===== src/sv/acmm_pkg.sv =====
// Shared types, constants and helpers for the audio channel matrix mixer.
// Used by every module of the mixer; depends on nothing.
package acmm_pkg;

   // Frame geometry and sample format.
   localparam int LANES          = 4;
   localparam int SAMPLE_WIDTH   = 32;
   localparam int MAX_CHANNELS   = 4;
   localparam int CH_COUNT_WIDTH = 3;
   localparam int CLIP_WIDTH     = 32;

   // Coefficient format: signed fixed point with a fixed fraction size.
   localparam int COEF_WIDTH_DEFAULT = 16;
   localparam int COEF_FRAC          = 12;
   localparam int COEF_STRIDE        = 16;

   // Configuration port geometry.
   localparam int CSR_INDEX_WIDTH = 3;
   localparam int CSR_DATA_WIDTH  = 64;

   // Saturation bounds of one output sample.
   localparam longint SAMPLE_MAX = 64'sd2147483647;
   localparam longint SAMPLE_MIN = -64'sd2147483648;

   // Channel counts above this act as this value.
   localparam int CH_LIMIT = (MAX_CHANNELS < LANES) ? MAX_CHANNELS : LANES;

   // Register indexes of the configuration port.
   typedef enum logic [CSR_INDEX_WIDTH-1:0] {
      CSR_COEF_ROW_0,
      CSR_COEF_ROW_1,
      CSR_COEF_ROW_2,
      CSR_COEF_ROW_3,
      CSR_IN_CHANNELS,
      CSR_OUT_CHANNELS,
      CSR_FIRST_ROW_ONLY
   } csr_index_type;

   // Reset values: identity matrix, two channels in and out.
   localparam logic [CSR_DATA_WIDTH-1:0] COEF_ROW_RESET [LANES] = '{
      64'h0000_0000_0000_1000,
      64'h0000_0000_1000_0000,
      64'h0000_1000_0000_0000,
      64'h1000_0000_0000_0000
   };
   localparam logic [CH_COUNT_WIDTH-1:0] IN_CHANNELS_RESET  = 3'd2;
   localparam logic [CH_COUNT_WIDTH-1:0] OUT_CHANNELS_RESET = 3'd2;

   typedef logic signed [SAMPLE_WIDTH-1:0] sample_type;

   // Load strobes for the two register stages inside each lane.
   typedef struct packed {
      logic load_prod;
      logic load_sum;
   } stage_ctrl_type;

   // What one lane hands to the merging stage.
   typedef struct packed {
      sample_type value;
      logic       clip;
   } lane_result_type;

   // Clamp a configured channel count to the number of channels present.
   function automatic logic [CH_COUNT_WIDTH-1:0] active_count(
      input logic [CH_COUNT_WIDTH-1:0] cfg
   );
      logic [CH_COUNT_WIDTH-1:0] lim;
      lim = CH_COUNT_WIDTH'(CH_LIMIT);
      return (cfg > lim) ? lim : cfg;
   endfunction

endpackage


===== src/sv/acmm_merge.sv =====
// Merging stage: registers the lane results, builds the clip mask, keeps the clip count.
// Depends on acmm_pkg; fed by the four acmm_lane instances.
module acmm_merge (
   input  logic                            clock,
   input  logic                            reset,
   input  logic                            load,
   input  acmm_pkg::lane_result_type       lane_res [acmm_pkg::LANES],
   output acmm_pkg::sample_type            mixed    [acmm_pkg::LANES],
   output logic [acmm_pkg::LANES-1:0]      clip_mask,
   output logic [acmm_pkg::CLIP_WIDTH-1:0] clip_total
);

   acmm_pkg::sample_type            mixed_ff [acmm_pkg::LANES];
   logic [acmm_pkg::LANES-1:0]      mask_in;
   logic [acmm_pkg::LANES-1:0]      mask_ff;
   logic [acmm_pkg::CLIP_WIDTH-1:0] count_in;
   logic [acmm_pkg::CLIP_WIDTH-1:0] count_ff;
   logic [acmm_pkg::CLIP_WIDTH:0]   count_sum;

   // Collect clip flags and advance the saturating clip counter.
   always_comb begin
      for (int j = 0; j < acmm_pkg::LANES; j++) begin
         mask_in[j] = lane_res[j].clip;
      end
      count_sum = {1'b0, count_ff} + (acmm_pkg::CLIP_WIDTH + 1)'($countones(mask_in));
      count_in  = count_sum[acmm_pkg::CLIP_WIDTH] ? '1 : count_sum[acmm_pkg::CLIP_WIDTH-1:0];
   end

   // Output word registers.
   always_ff @(posedge clock) begin
      if (load) begin
         for (int j = 0; j < acmm_pkg::LANES; j++) begin
            mixed_ff[j] <= lane_res[j].value;
         end
         mask_ff <= mask_in;
      end
   end

   // Clip counter.
   always_ff @(posedge clock) begin
      if (reset) begin
         count_ff <= '0;
      end else if (load) begin
         count_ff <= count_in;
      end
   end

   assign mixed      = mixed_ff;
   assign clip_mask  = mask_ff;
   assign clip_total = count_ff;

endmodule


===== config.mk =====
export PLATFORM = sky130hd
export DESIGN_NAME = acmm_merge
export DESIGN_NICKNAME = d
export VERILOG_FILES = /design/src/sv/acmm_pkg.sv /design/src/sv/acmm_merge.sv
export SDC_FILE = /design/constraint.sdc
export NUM_CORES = 1
export LEC_CHECK = 0
export BUFFER_PORTS_ARGS = -buffer_cell sky130_fd_sc_hd__buf_4
export CORE_MARGIN = 10
export CORE_UTILIZATION = 41
export DETAILED_ROUTE_END_ITERATION = 6
export PLACE_DENSITY = 0.76
export SYNTH_ARGS = -nofsm -noshare
export SYNTH_HDL_FRONTEND = slang
export SYNTH_SLANG_ARGS = --single-unit

===== constraint.sdc =====
create_clock -name clock -period 2.38 [get_ports clock]
set_input_delay 0.119 -clock clock [delete_from_list [all_inputs] [get_ports clock]]
set_output_delay 0.119 -clock clock [all_outputs]
set_load 0.05 [all_outputs]

# Word level (Yosys, flattened, before mapping)
# Index checks and enable logic that the tools add are counted.
# op_classes
add_sub_neg	4
muxes	1
# ops
op	count
adder 32 x 3 -> 33 bit	1
2-to-1 mux 32 bit	1
adder 1 x 1 -> 2 bit	2
adder 2 x 2 -> 3 bit	1
# totals
in_bits	135
elab_cells	11
reg_bits	164
out_inout_bits	164

# Longest topological paths before layout
# depth
depth_word	4
depth_mapped	10

# Worst setup path after synthesis
# No wires, ideal clock.
# synth_path
path_kind	register -> register
startpoint	register count_ff, in the netlist clip_total[0]
endpoint	register count_ff, in the netlist clip_total[30]
path_stages_with_launch	10
n_path_buf	1
synth_period_minus_slack_ns	2.741
required_time_ns	2.258
arrival_time_ns	2.619
slack_ns	-0.361
cell_sequence	dfxtp_1 inv_1 fa_1 inv_1 fa_1 and4_1 clkbuf_1 and4_1 nand2_1 o311a_1
# synth_between
elab_chain_len	2
# synth_lines
element	line_no	text
start: declaration	acmm_merge.sv:17	logic [acmm_pkg::CLIP_WIDTH-1:0] count_ff;
start signal: assignment	acmm_merge.sv:44	count_ff <= count_in;
adder 32 x 3 -> 33 bit	acmm_merge.sv:25	count_sum = {1'b0, count_ff} + (acmm_pkg::CLIP_WIDTH + 1)'($countones(mask_in));
2-to-1 mux 32 bit	acmm_merge.sv:26	count_in = count_sum[acmm_pkg::CLIP_WIDTH] ? '1 : count_sum[acmm_pkg::CLIP_WIDTH-1:0];
# Every way passes these cells.
# A chain may end at the register's enable or synchronous reset.

# Worst setup path in the final report
# layout_path
startpoint	input lane_res[66] (netlist name)
endpoint	register count_ff, in the netlist clip_total[22]
# layout_between
elab_chain_len	4
# layout_lines
element	line_no	text
start: declaration	acmm_merge.sv:7	input acmm_pkg::lane_result_type lane_res [acmm_pkg::LANES],
adder 1 x 1 -> 2 bit (not written as such)	acmm_merge.sv:25	
adder 2 x 2 -> 3 bit (not written as such)	acmm_merge.sv:25	
adder 32 x 3 -> 33 bit	acmm_merge.sv:25	
2-to-1 mux 32 bit	acmm_merge.sv:26	
# Every way passes these cells.

==> metrics.txt <==
status=complete, no violations; GRT Overall Usage=24.3%; Worst-Margin Slew=0.683 ns; Syn Area/Cell=between 15 and 20 sq um; Final Hold Viols=0; Vias=between 5000 and 6000; total CTS buffers=17; Die W=approximately 140 um; RSZ-0062 raised after global routing=false; Post-Syn Area=just under 6000 sq um; max-cap viol count=0; Synthesized Nets=approximately 480; row count=43; Final period util=between 90% and 100%; final setup margin=~0.10 ns; WP data arrival=between 2 and 3 ns; Final ANT Viol Nets=0; clock buffer depth=2; Hold Path Class=input port to register; min Tclk post-route=~2.3 ns; Synth Instances=about 350; share of the synthesized area in the top cell type=between 60% and 70%; initial antenna violation count=3; Synthesis Warnings=0; root buffer cell=clkbuf_16; die area=19200 sq um; R2R Setup Slk=0.14 ns; # DRC=0; CTS tree=built; Post-Route WL=24300 um; number of global-route vias before repair=5210; Pwr per Cell Area=between 700 and 800 nW/um^2; synth unique cells=42; Peak VDD IR=0.000531 V; area leader, netlist=edfxtp_1; largest net degree at the start of global routing=137; final setup violating endpoints=0; Place WS=-0.297 ns; Avg Vias per Cell=5.19; Leak=4.20 nW; core area=13800 sq um; first-pass GRT wire length=around 36000 um; Critical Path RT=roughly 2.7 ns; sequential fraction of the synthesis area=79.7%; Final Max Slew Viols=0; DRT Pass-1 Iters=5; hold_ws=~0.12 ns; CTS clk-pin slew, worst paths=about 0.06 ns; Synth area leaders=edfxtp_1, dfxtp_1, a31oi_1, nand3_1, nand4_1; Die Y=around 140 um; Sink Count=164; GRT overflow=0; post-route cell area=a little over 10000 sq um; critical path peak fanout=9; Final Skew=about 0.0096 ns; Peak Freq=439 MHz; # IOs=around 300; placed inst area=just over 8000 sq um; Starting Density=41.8%; post-synthesis register bit count=approximately 160; Fin Setup TNS=0 ns; CP Launch Type=input port; Crit Path Class=input port to register; port bufs=between 200 and 300; dpl hpwl=between 15000 and 20000 um; RD Place Congestion=0.931; relative slew slack=between 50% and 60%; H-tree level count=4; P&R area growth vs syn=78.3%; Filler cells=821; Worst setup EP type=register; WL/cell=24.5 um; fin nets=slightly above 900; Starting DRT DRC Count=approximately 470; share of layout cells above drive strength 1=~44%; clock latency on the worst-skew pair=0.41 ns
==> routing by layer <==
metal,global-route usage (%),wire length [um],up-vias
met1,27.6,8820,2498
met5,0,0,-
li1,-,-,2283
met4,6.70,400,0
met2,43.1,12900,337
met3,7.74,2170,27
==> registers in the layout, indices dropped and copies added (netlist names) <==
signal and cells:
mixed 128, clip_total 32, clip_mask 4
==> worst max-delay path, cell delays in order <==
cell and delay [ns]:
dlygate4sd3_1 0.54, buf_4 0.12, inv_1 0.06, fa_2 0.42
inv_2 0.08, fa_2 0.19, and4_2 0.37, nand2_1 0.11
or4_1 0.42, a31oi_1 0.19
==> power by group <==
| part | leakage [nW] | total (W) | internal, W | switching [W] |
|---|---|---|---|---|
| logic | 2.33 | 0.00152 | 0.000545 | 0.000977 |
| registers | 1.55 | 0.00340 | 0.00331 | 0.0000887 |
| clock network | 0.322 | 0.00303 | 0.00188 | 0.00115 |
| total | 4.20 | 0.00795 | 0.00573 | 0.00222 |
==> final timing paths <==
| check | to | start | depth (start not counted) |
|---|---|---|---|
| max | clip_total[22] | lane_res[66] | 10 |
| min | clip_total[5] | reset | 2 |
| max reg2reg | clip_total[22] | clip_total[0] | 8 |
| min reg2reg | clip_total[0] | clip_total[0] | 2 |
==> cells in the mapped netlist <==
| cell type | count |
|---|---|
| buf_6 | 2 |
| or2_2 | 2 |
| or4_4 | 1 |
| clkbuf_1 | 11 |
| nand3_1 | 14 |
| o311a_1 | 1 |
| xor2_1 | 5 |
| nand2_1 | 11 |
| a311oi_1 | 2 |
| o21ai_0 | 7 |
| a31oi_1 | 15 |
| and2_1 | 3 |
| nand3b_1 | 1 |
| fa_1 | 3 |
| nor2_1 | 2 |
| nor2b_1 | 2 |
| o2111ai_1 | 2 |
| nand2b_1 | 1 |
| and4_1 | 6 |
| o41a_1 | 1 |
| o211ai_1 | 4 |
| ha_1 | 1 |
| buf_1 | 1 |
| buf_2 | 2 |
| dfxtp_1 | 32 |
| o31ai_1 | 8 |
| or4_1 | 9 |
| edfxtp_1 | 132 |
| inv_1 | 13 |
| a2111oi_0 | 1 |
| o31a_1 | 1 |
| a211oi_1 | 3 |
| a21oi_1 | 9 |
| or3_1 | 8 |
| xnor2_1 | 3 |
| and3_1 | 4 |
| nand4_1 | 11 |
| o41ai_1 | 3 |
| nor4b_1 | 1 |
| o311ai_0 | 2 |
| nand4_2 | 1 |
| nor4_1 | 4 |
==> area by class of cell <==
cell class / count / area [sq um] / area share [%]
well taps: 180 / 225 / 2.19
clock buffers: 17 / 425 / 4.13
inverters: 13 / 48.8 / 0.474
repair buffers: 447 / 3700 / 36.0
clock inverters: 15 / 226 / 2.20
flip-flops and latches: 164 / 4610 / 44.7
multi-input cells: 152 / 1050 / 10.2
diodes: 4 / 10.0 / 0.0972
==> cells by family (layout without fill, tap and decap cells) <==
family	count (synthesis)	after routing	share of synthesized area (%)
adder cells (fa/ha/maj)	4	4	1.26
AND/OR/NAND/NOR	81	81	8.62
buffers and inverters	29	492	2.19
flip-flops	164	164	79.7
AO/OA/AOI/OAI	59	59	7.00
other	0	4	0
XOR/XNOR	8	8	1.21
==> cells in the final DEF, fill, tap and decap left out, drive strengths merged, types with 4 or more instances in the layout <==
master | synthesis | final
bufinv | 0 | 5
nand3 | 14 | 14
or4 | 10 | 10
dlygate4sd3 | 0 | 133
o31ai | 8 | 8
buf | 5 | 314
or3 | 8 | 8
and3 | 4 | 4
o211ai | 4 | 4
diode | 0 | 4
edfxtp | 132 | 132
clkbuf | 11 | 17
nor4 | 4 | 4
a31oi | 15 | 15
nand2 | 11 | 11
o21ai | 7 | 7
and4 | 6 | 6
clkinv | 0 | 6
a21oi | 9 | 9
xor2 | 5 | 5
nand4 | 12 | 12
inv | 13 | 17
dfxtp | 32 | 32
==> repair_timing <==
item                                   CTS  global route
gates resized for setup                  0             1
endpoints found under the hold margin  133             0
hold buffers                           133             0
setup endpoints to repair                0             4
buffers inserted                         0             0
==> per-stage QoR <==
step	power [W]	utilization (%)	std cells
3_3_place_gp	0.00471	60.1	823
3_5_place_dp	0.00473	60.1	823
6_report	0.00795	74.5	992
5_1_grt	0.00818	74.5	991
4_1_cts	0.00793	74.4	988
2_1_floorplan	0.00415	-	345
Note: power is estimated with default switching activity, not from simulation.
